**config.mk**
```make
export PLATFORM = sky130hd
export DESIGN_NAME = sls_front
export DESIGN_NICKNAME = d
export VERILOG_FILES = /design/src/design/sls_pkg.sv /design/src/design/sls_front.sv
export SDC_FILE = /design/constraint.sdc
export NUM_CORES = 1
export LEC_CHECK = 0
export BUFFER_PORTS_ARGS = -buffer_cell sky130_fd_sc_hd__buf_2
export CAP_MARGIN = 40
export CORE_ASPECT_RATIO = 0.9
export CORE_MARGIN = 10
export CORE_UTILIZATION = 35
export DETAILED_ROUTE_END_ITERATION = 16
export HOLD_SLACK_MARGIN = 0.05
export PLACE_DENSITY_LB_ADDON = 0.2
export SYNTH_ARGS = -nofsm -noshare
export SYNTH_HDL_FRONTEND = slang
export SYNTH_SLANG_ARGS = --single-unit
```
**constraint.sdc**
```tcl
create_clock -name clk -period 4.8 [get_ports clk]
set_input_delay 0.48 -clock clk [delete_from_list [all_inputs] [get_ports clk]]
set_output_delay 0.48 -clock clk [all_outputs]
set_load 0.02 [all_outputs]
```
**src/design/sls_pkg.sv**
```systemverilog
// ----------------------------------------------------------------------------
// sls_pkg
// Shared types and constants of the sparse linear scorer.
// ----------------------------------------------------------------------------
package sls_pkg;

    localparam int TABLE_ENTRIES_DEF = 1024;
    localparam int MAX_PROBES_DEF    = 8;
    localparam int KEY_W   = 64;
    localparam int VAL_W   = 32;
    localparam int SCORE_W = 48;

    localparam logic OP_ADD_WEIGHT = 1'b0;
    localparam logic OP_TERM       = 1'b1;

    localparam logic KIND_ACK   = 1'b0;
    localparam logic KIND_SCORE = 1'b1;

    // Command passed from the front end to the back end through the queue.
    typedef struct packed {
        logic              opcode;
        logic [KEY_W-1:0]  feature_key;
        logic [VAL_W-1:0]  item_value;
        logic              last_term;
    } cmd_t;

endpackage

```
**src/design/sls_front.sv**
```systemverilog
// ----------------------------------------------------------------------------
// sls_front
// Accepts decoded items from the input stream and holds them in a
// short queue for the back end.
// ----------------------------------------------------------------------------
module sls_front
(
    input  logic         clk,
    input  logic         rst_n,
    input  logic         in_valid,
    output logic         in_ready,
    input  sls_pkg::cmd_t in_cmd,
    output logic         q_valid,
    input  logic         q_pop,
    output sls_pkg::cmd_t q_cmd
);
    import sls_pkg::*;

    cmd_t       mem_reg [2];
    logic       wr_ptr_reg, wr_ptr_next;
    logic       rd_ptr_reg, rd_ptr_next;
    logic [1:0] count_reg, count_next;
    logic       push;

    assign in_ready = (count_reg != 2'd2);
    assign push     = in_valid && in_ready;
    assign q_valid  = (count_reg != 2'd0);
    assign q_cmd    = mem_reg[rd_ptr_reg];

    always_comb
    begin
        wr_ptr_next = wr_ptr_reg ^ push;
        rd_ptr_next = rd_ptr_reg ^ q_pop;
        count_next  = count_reg + {1'b0, push} - {1'b0, q_pop};
    end

    always_ff @(posedge clk or negedge rst_n)
    begin
        if (!rst_n)
        begin
            wr_ptr_reg <= 1'b0;
            rd_ptr_reg <= 1'b0;
            count_reg  <= 2'd0;
        end
        else
        begin
            wr_ptr_reg <= wr_ptr_next;
            rd_ptr_reg <= rd_ptr_next;
            count_reg  <= count_next;
        end
    end

    always_ff @(posedge clk)
    begin
        if (push)
            mem_reg[wr_ptr_reg] <= in_cmd;
    end

endmodule

```
# Word-level counts from Yosys, hierarchy flattened
# Memories as Yosys holds them, arrays and structs flattened.
# Cells that the tools add are included.
word_totals:
  regBits: 4
  latchBits: 0
  ramBits: 196
  rom_bits: 0
  inputBits: 102
  out_inout_bits: 100
  word_cells: 13
  n_memories: 1
mem_list:
  columns: ["name", "depth", "word_bits", "rd", "rd_clocked_by_memory_dff", "wr", "line_no", "text"]
  rows:
  - ["mem_reg", 2, 98, 1, 0, 1, "sls_front.sv:19", "cmd_t mem_reg [2];"]
op_classes:
  addsub: 2
  multipliers: 0
  n_div: 0
  magnitude_cmp: 0
  n_eq_ne: 1
  shift: 0
  n_mux: 2
  bitwise: 2
  reduce_logical: 2
op_table:
  columns: ["operator", "count"]
  rows:
  - ["adder 2 x 1 -> 2 bit", 1]
  - ["2-to-1 mux 1 bit", 2]
  - ["inequality test 2 bit (second input constant)", 1]
  - ["nonzero test 2 bit", 1]
  - ["subtractor 2 x 1 -> 2 bit", 1]
  - ["XOR 1 bit", 2]
  - ["logical AND 1 bit", 1]

# Longest topological paths before layout
# Gate-level depths: netlist of the first run.
depth:
  ltp_word: 4
  depth_mapped: 5
  depth_no_buf: 5

# Worst setup path before layout of the first run
# Ideal clock, no wire load.
synth_path:
  path_kind: "register -> register"
  startpoint: "register count_reg[0]"
  endpoint: "memory mem_reg[1][0] (netlist name) (enable)"
  setup_time_ps: 556
  arrival_time_ps: 4831
  required_time_ps: 4244
  path_slack_ps: -587
  path_stages_with_launch: 4
  path_buffers: 0
  period_less_slack_ps: 5387
  cell_sequence: "dfrtp_1 -> nand2b_1 -> nand2_1 -> nor2_1"
synth_via:
  elab_chain_cells: 4
synth_lines:
  columns: ["element", "line_no", "text"]
  rows:
  - ["start, declared", "sls_front.sv:22", "logic [1:0] count_reg, count_next;"]
  - ["start signal, assigned", "sls_front.sv:49", "count_reg <= count_next;"]
  - ["inequality test 2 bit", "sls_front.sv:25", "assign in_ready = (count_reg != 2'd2);"]
  - ["named net in_ready", "sls_front.sv:11", "output logic in_ready,"]
  - ["logical AND 1 bit", "sls_front.sv:26", "assign push = in_valid && in_ready;"]
  - ["2-to-1 mux 1 bit", "sls_front.sv:55", "if (push)"]
  - ["2-to-1 mux 1 bit (implied by the code)", "sls_front.sv:56", "mem_reg[wr_ptr_reg] <= in_cmd;"]
  - ["end, declared", "sls_front.sv:19", null]
# The timed path passes the listed nets, and every way through them passes these cells.

==> results.toml, run 1 <==
[cells_and_area]
largest_reg_flops = 196
nets = 644
syn2layout_area_growth_pct = 26.3
drive_gt1_share_pct = 61.3
fin_cells = 814
fillers = 1809

[cts]
clockBufferDepth = 2
cts_buffers = 17
clkSlewWorstSetupHoldPaths_ns = 0.07
clock_sinks = 200
cts_tree = "yes"
cts_root_buf = "clkbuf_16"
h-tree-depth = 4
clock_latency_ns = 0.43

[sta]
drv_slew = 0
rsz0062_at_grt = "no"
setup_viol = 0
slew_headroom_pct = 50.1
hold_viol = 0
skew_ns = 0.00831
worst_slew_pin_slew_ns = 0.749
tns_ns = 0
min_period_ns = 2.91
timing.final.crit_share_pct = 60.6
fmax_mhz = 344

[yosys]
avgSynthCellArea_um2 = 22.5
synth_area_um2 = 7310
synth_sequential_area_ratio_pct = 81.9
yosys.area.top_type_share_pct = 80.6
syn_nets = 428
yosys_warnings = 0
synth_area_leaders = "edfxtp_1 (81%), mux2_2 (14%), mux2_4 (2.1%)"
yosys.area.top_type = "edfxtp_1"
syn_inst = 324
synth_cell_types = 17
ys_seq_elements = 200

[power_and_ir_drop]
p_clk_share_pct = 22.9
p_comb_share_pct = 33.4
netSwitchingFraction_pct = 33.7
p_sw_mw = 1.95
pwr_density_cell_nw_per_um2 = 627
ir_drop_mv = 0.287
p_seq_share_pct = 43.6
power.leakage_nw = 3.45
internal_power_mw = 3.84

[place]
port_buffers = 201
dp_cells = 780
gp_congestion = 0.754
dp_hpwl_mm = 10.8

[grt]
grt_max_degree = 54
grt_pass1_wl_mm = 23.0
grt.overflow.total = 0
grt_pass1_vias = 4145
grt_usage_pct = 11.4
antenna_found_initial = 4

[die]
die_area_um2 = 27100
num_rows = 50
fp.dieW_um = 172
die_h_um = 157
initial_utilization_pct = 35.4
io_pins = 202
coreArea_um2 = 20600

[detailed_routing]
routed_via_density = 4.54
drtAntennaViolNets = 0
drtIter0Drc = 199
first_pass_iters = 4
vias = 3695
drc_errors = 0
wl_mm = 15.5
wl_per_cell_um = 19.0

[critical_path]
rrSetupSlack_ns = 2.56
crit_end = "q_cmd[11]"
reg2reg_to = "mem_reg[0][3]$_DFFE_PP_"
ff2ff_path_depth = 6
required_ns = 4.32
cp-end-kind = "output pin"
path_max_fanout = 46
cp.arrival_ns = 2.43
startpoint = "rd_ptr_reg$_DFF_PN0_"
crit_type = "flip-flop to output pin"
timing.rr.start = "count_reg[0]$_DFF_PN0_"
cp-start-kind = "flip-flop"

[min_path]
hold_path.class = "input pin to flip-flop"

[outcome]
status = "finished, final reports clean"

[run]
drv_cap = 0
metrics by stage:
stage	area (um2)	total power, mW	setup slack (ns)	utilization, %	hold slack (ns)
after global routing	9230	6.09	1.73	44.7	0.212
after detailed placement	8670	4.56	2.31	42.0	0.299
after floorplan	7310	3.89	1.06	-	0.184
after CTS	9230	5.89	1.83	44.7	0.214
after global placement	8620	4.48	2.15	41.7	0.289
final	9230	5.79	1.89	44.7	0.235
logic make-up (layout without fill, tap and decap cells):
kind of cell	after synthesis	in the layout	synth area share, %
flip-flops	200	200	81.9
multiplexers	98	98	15.6
buffers and inverters	14	243	1.16
AND/OR/NAND/NOR	5	5	0.377
XOR/XNOR	3	3	0.360
adder cells (fa/ha/maj)	2	2	0.342
AO/OA/AOI/OAI	2	2	0.205
other	0	1	0
worst min-delay path by stage:
| stage | start | end | slack (ns) | depth (start not counted) |
|---|---|---|---|---|
| 4_1_cts | in_cmd[31] | mem_reg[0][31]$_DFFE_PP_ | 0.21 | 1 |
| 6_report | in_cmd[77] | mem_reg[0][77]$_DFFE_PP_ | 0.24 | 1 |
| 3_5_place_dp | rst_n | count_reg[0]$_DFF_PN0_ | 0.30 | 1 |
| 2_1_floorplan | rst_n | count_reg[0]$_DFF_PN0_ | 0.18 | 0 |
| 3_3_place_gp | rst_n | count_reg[0]$_DFF_PN0_ | 0.29 | 1 |
| 5_1_grt | in_cmd[97] | mem_reg[0][97]$_DFFE_PP_ | 0.21 | 1 |
synth_stat cells:
| cell | count |
|---|---|
| buf_2 | 8 |
| dfrtp_1 | 4 |
| edfxtp_1 | 196 |
| nor3b_1 | 1 |
| inv_1 | 3 |
| ha_1 | 2 |
| buf_6 | 3 |
| a21oi_1 | 1 |
| xnor2_1 | 2 |
| nand2_1 | 1 |
| a21bo_2 | 1 |
| or2_2 | 1 |
| nor2_1 | 1 |
| nand2b_1 | 1 |
| mux2_2 | 88 |
| xor2_1 | 1 |
| mux2_4 | 10 |
layout by cell type (no fill, tap or decap), drive strengths merged:
master,instances
a21oi,1
or2,1
edfxtp,196
diode,1
nand2,1
dlygate4sd3,1
clkinvlp,4
xor2,1
dfrtp,4
xnor2,2
nand2b,1
a21bo,1
buf,207
inv,9
ha,2
nor2,1
nor3b,1
clkinv,4
clkbuf,18
mux2,98
power by group through the flow:
stage,combinational (mW),clock [mW],sequential (mW)
floorplan,1.37,0,2.51
global placement,1.85,0,2.64
detailed placement,1.98,0,2.57
CTS,1.99,1.36,2.54
global route,2.08,1.44,2.57
finish,1.94,1.33,2.52
final cells by class:
type                       instances  area (um2)  area share [%]
multi-input combinational        110        1250            13.6
sequential                       200        5990            64.9
inverter                           3        11.3           0.122
tap                              260         325            3.52
timing repair buffer             208        1100            11.9
clock buffer                      18         429            4.65
antenna                            1        2.50          0.0271
clock inverter                    14         116            1.26
per-layer routing:
| metal | share of wire (%) | vias up | wire (um) | global-route usage [%] |
|---|---|---|---|---|
| li1 | - | 1716 | - | - |
| met3 | 10 | 20 | 1610 | 5.71 |
| met1 | 42 | 1795 | 6560 | 13.5 |
| met4 | 1.1 | 4 | 177 | 3.94 |
| met2 | 46 | 160 | 7080 | 17.5 |
| met5 | 0.17 | - | 26 | 0 |
worst max-delay path: stages, from the launching register on:
cell     delay (ns)
dfrtp_4        0.74
buf_16         0.30
buf_4          0.37
mux2_2         0.38
buf_2          0.16
repair_timing:
| item | 4_1_cts | 5_1_grt |
|---|---|---|
| resized for setup | 0 | 0 |
| hold buffers | 1 | 0 |
| setup buffers | 0 | 0 |
| hold endpoints to repair | 4 | 0 |
Note: power is estimated with default switching activity, not from simulation.
==> inputs of run 2 (changes only) <==
==> constraint.sdc (replaced) <==
create_clock -name clk -period 2.3 [get_ports clk]
set_input_delay 0.23 -clock clk [delete_from_list [all_inputs] [get_ports clk]]
set_output_delay 0.23 -clock clk [all_outputs]
set_load 0.02 [all_outputs]
==> results.toml, run 2 (same netlist as run 1, synthesis figures left out) <==
[outcome]
status = "finished, final reports clean"

[die]
initial_utilization_pct = 35.4
num_rows = 50
io_pins = 202
coreArea_um2 = 20600
die_h_um = 157
fp.dieW_um = 172
die_area_um2 = 27100

[critical_path]
path_cells = "buf_12 -> mux2_2 -> buf_2"
crit_family = "flip-flops"
cp_slowest_stage_delay_ns = 0.59
path_max_fanout = 43
crit_end = "q_cmd[61]"
rrSetupSlack_ns = 0.54
crit_cells = 3
reg2reg_to = "mem_reg[0][73]$_DFFE_PP_"
startpoint = "rd_ptr_reg$_DFF_PN0_"
ff2ff_path_depth = 5
timing.rr.start = "count_reg[0]$_DFF_PN0_"
path_buf_inv = 2
cp.arrival_ns = 1.91
crit_slowest_cell = "dfrtp_4"
crit_type = "flip-flop to output pin"
cp-start-kind = "flip-flop"
required_ns = 2.07
cp-end-kind = "output pin"

[cells_and_area]
syn2layout_area_growth_pct = 40.9
final_common_cell = "buf_2"
nets = 744
largest_reg_flops = 196
final_cell_mix = "buf_2 (201), edfxtp_1 (196), dlygate4sd3_1 (100)"
drive_gt1_share_pct = 52.2
diodes = 0
post-route-util_pct = 49.9

[cts]
cts_root_buf = "clkbuf_16"
clock_sinks = 200
h-tree-depth = 4
clkSlewWorstSetupHoldPaths_ns = 0.07
cts_buffers = 17
cts_tree = "yes"
clock_latency_ns = 0.42
clockBufferDepth = 2

[power_and_ir_drop]
pwr_density_cell_nw_per_um2 = 1210
power.leakage_nw = 3.90
total_power_mw = 12.5
ir_drop_mv = 0.630

[grt]
grt.overflow.total = 0
antenna_found_initial = 0
grt_pass1_wl_mm = 25.2
grt_usage_pct = 12.2
grt_pass1_vias = 4585
grt_max_degree = 79

[sta]
setup_viol = 0
min_period_ns = 2.14
hold_ws_ns = 0.149
worst_slew_pin_slew_ns = 0.466
slew_headroom_pct = 68.9
hold_viol = 0
timing.final.crit_share_pct = 92.8
fmax_mhz = 468
skew_ns = 0.0109
rsz0062_at_grt = "no"
drv_slew = 0

[detailed_routing]
vias = 4072
route.met3.wl_mm = 1.37
drtAntennaViolNets = 0
routed_via_density = 4.46
wl_per_cell_um = 17.9
drtIter0Drc = 150
drc_errors = 0
wl_mm = 16.3
wl_met2_mm = 7.99
routed.top_layer = "met4"
wl_met1_mm = 6.76
first_pass_iters = 4

[place]
port_buffers = 201
gp_congestion = 0.712
dp_hpwl_mm = 10.7

[min_path]
hold_path.class = "input pin to asynchronous set/reset pin"

[run]
drv_cap = 0
## run 2: changes by cell type in the layout (fill, tap and decap cells not counted), sizes merged
cell / previous run / this run
inv: 9 / 7
dlygate4sd3: 1 / 100
diode: 1 / 0
clkbuf: 18 / 19
clkinv: 4 / 5
buf: 207 / 208
clkinvlp: 4 / 2
bufinv: 0 / 2
## run 2: repair_timing
action                                  CTS  global route
hold buffers                            100             0
setup buffers                             0             1
gates resized for setup                   0             0
endpoints found under the setup margin    0            11
hold endpoints to repair                201             0
## run 2: how the worst min path moves through the flow
| stage | depth (start not counted) | endpoint | slack (ns) |
|---|---|---|---|
| 4_1_cts | 2 | rd_ptr_reg$_DFF_PN0_ | 0.13 |
| 2_1_floorplan | 0 | count_reg[0]$_DFF_PN0_ | -0.07 |
| 5_1_grt | 2 | wr_ptr_reg$_DFF_PN0_ | 0.13 |
| 3_5_place_dp | 1 | count_reg[0]$_DFF_PN0_ | 0.05 |
| 6_report | 2 | rd_ptr_reg$_DFF_PN0_ | 0.15 |
| 3_3_place_gp | 1 | wr_ptr_reg$_DFF_PN0_ | 0.05 |
## run 2: area by class of cell
| type | instances | area, um2 |
|---|---|---|
| multi-input combinational | 110 | 1270 |
| timing repair buffer | 308 | 2130 |
| sequential | 200 | 5990 |
| clock inverter | 13 | 143 |
| inverter | 3 | 11.3 |
| clock buffer | 19 | 433 |
| fill | 1742 | 10300 |
| tap | 260 | 325 |
## run 2: power breakdown
part	leakage, nW	total [mW]	internal (mW)	switching [mW]
Sequential	1.87	5.21	4.98	0.237
Clock	0.275	2.92	1.62	1.31
Combinational	1.76	4.35	1.79	2.56
## run 2: per-stage QoR
stage | cell area (um2) | setup TNS, ns | instances | worst slack (ns)
floorplan | 7330 | -27.41 | 324 | -0.186
detailed placement | 8710 | 0 | 780 | 0.487
finish | 10300 | 0 | 913 | 0.165
global route | 10300 | 0 | 913 | 0.0879
global placement | 8710 | 0 | 780 | 0.507
CTS | 10300 | 0 | 912 | 0.0183
## run 2: metal layers
metal | vias to the layer above | global-route usage, %
li1 | 1916 | -
met1 | 2006 | 14.4
met2 | 136 | 19.7
met3 | 14 | 5.21
met4 | 0 | 3.65
met5 | - | 0
==> inputs of run 3 (changes only) <==
--- a/config.mk
+++ b/config.mk
@@ -10,6 +10,7 @@
 export CORE_ASPECT_RATIO = 0.9
 export CORE_MARGIN = 10
 export CORE_UTILIZATION = 35
+export CTS_BUF_LIST = sky130_fd_sc_hd__clkbuf_8
 export DETAILED_ROUTE_END_ITERATION = 16
 export HOLD_SLACK_MARGIN = 0.05
 export PLACE_DENSITY_LB_ADDON = 0.2
==> results.toml, run 3 (same netlist as run 1, synthesis figures left out) <==
[outcome]
status = "finished, final reports clean"

[critical_path]
cp-start-kind = "flip-flop"
cp_slowest_stage_delay_ns = 0.60
cp.arrival_ns = 1.94
crit_type = "flip-flop to output pin"
cp-end-kind = "output pin"
path_max_fanout = 43
required_ns = 2.07
crit_slowest_cell = "dfrtp_4"
path_cells = "buf_12 -> mux2_2 -> buf_2"

[die]
initial_utilization_pct = 35.4
num_rows = 50
die_h_um = 157
coreArea_um2 = 20600
die_area_um2 = 27100
fp.dieW_um = 172
io_pins = 202

[detailed_routing]
wl_per_cell_um = 17.8
drc_errors = 0
drtAntennaViolNets = 0
first_pass_iters = 4
routed_via_density = 4.45
vias = 4066
drtIter0Drc = 164
wl_mm = 16.2

[cells_and_area]
largest_reg_flops = 196
diodes = 0
syn2layout_area_growth_pct = 38.3
fillers = 1760
nets = 744
final_common_cell = "buf_2"
final_area_um2 = 10100
final_cell_mix = "buf_2 (201), edfxtp_1 (196), dlygate4sd3_1 (100)"
drive_gt1_share_pct = 52.2

[cts]
h-tree-depth = 4
cts_buffers = 17
clkSlewWorstSetupHoldPaths_ns = 0.10
clock_latency_ns = 0.44
clock_sinks = 200
clockBufferDepth = 2
cts_root_buf = "clkbuf_8"
cts_tree = "yes"

[place]
gp_congestion = 0.712
port_buffers = 201
place_area_um2 = 8710
dp_hpwl_mm = 10.7

[power_and_ir_drop]
total_power_mw = 11.7
ir_drop_mv = 0.537
power.leakage_nw = 3.82
pwr_density_cell_nw_per_um2 = 1160

[sta]
drv_slew = 0
fmax_mhz = 461
setup_viol = 0
rsz0062_at_grt = "no"
timing.final.crit_share_pct = 94.2
skew_ns = 0.0109
hold_viol = 0
slew_headroom_pct = 68.8
min_period_ns = 2.17
worst_slew_pin_slew_ns = 0.467

[grt]
grt_pass1_vias = 4637
grt_max_degree = 79
grt.overflow.total = 0
antenna_found_initial = 0
grt_usage_pct = 12.2
grt_pass1_wl_mm = 25.2

[run]
drv_cap = 0

[min_path]
hold_path.class = "input pin to asynchronous set/reset pin"
-- run 3: cell count changes in the layout (fill, tap and decap cells not counted), sizes merged --
cell | previous run | this run
clkbuf | 19 | 17
inv | 7 | 9
-- run 3: cell type report --
type | count | area (um2) | share of cell area, %
sequential | 200 | 5990 | 59.3
multi-input combinational | 110 | 1270 | 12.6
clock buffer | 17 | 234 | 2.32
timing repair buffer | 308 | 2130 | 21.0
inverter | 3 | 11.3 | 0.111
tap | 260 | 325 | 3.22
clock inverter | 15 | 150 | 1.49
-- run 3: timing repair --
action	in CTS	in global routing
hold buffers	100	0
gates resized for setup	0	0
endpoints found under the hold margin	201	0
endpoints found under the setup margin	6	0
setup buffers	1	0
-- run 3: routing by layer --
| layer | track usage (%) | vias up | wire length [um] | share of wire, % |
|---|---|---|---|---|
| met1 | 14.2 | 1987 | 6680 | 41 |
| met2 | 20.0 | 147 | 7990 | 49 |
| met3 | 5.06 | 13 | 1420 | 8.7 |
| met5 | 0 | - | 0 | 0 |
| met4 | 3.53 | 0 | 157 | 0.97 |
| li1 | - | 1919 | - | - |
-- run 3: final timing paths --
| kind | startpoint | to | slack [ns] | depth (start not counted) |
|---|---|---|---|---|
| min reg2reg | count_reg[0]$_DFF_PN0_ | count_reg[0]$_DFF_PN0_ | 0.59 | 1 |
| max | rd_ptr_reg$_DFF_PN0_ | q_cmd[61] | 0.13 | 3 |
| max in group asynchronous | rst_n | rd_ptr_reg$_DFF_PN0_ | 2.03 | 2 |
| max reg2reg | count_reg[0]$_DFF_PN0_ | mem_reg[0][73]$_DFFE_PP_ | 0.53 | 5 |
| min in group clk | in_valid | count_reg[1]$_DFF_PN0_ | 0.23 | 4 |
| min | rst_n | rd_ptr_reg$_DFF_PN0_ | 0.13 | 2 |
-- run 3: stage by stage --
stage | instances | TNS (ns) | setup WS, ns | hold slack, ns | utilization [%]
after floorplan | 324 | -27.41 | -0.186 | -0.0656 | -
after global placement | 780 | 0 | 0.507 | 0.0474 | 42.2
after detailed placement | 780 | 0 | 0.487 | 0.0495 | 42.2
after CTS | 913 | 0 | 0.0688 | 0.0837 | 49.0
after global routing | 913 | 0 | 0.0371 | 0.0794 | 49.0
final | 913 | 0 | 0.133 | 0.125 | 49.0
-- run 3: critical path: cells and delay by family (launching register included) --
family	cells	cell delay, ns
DFF	1	0.60
buffers and inverters	2	0.46
muxes	1	0.41
-- run 3: power by group --
group / switching (mW) / internal [mW]
combinational: 2.57 / 1.79
clock: 1.20 / 0.971
sequential: 0.236 / 4.97
total: 4.00 / 7.73
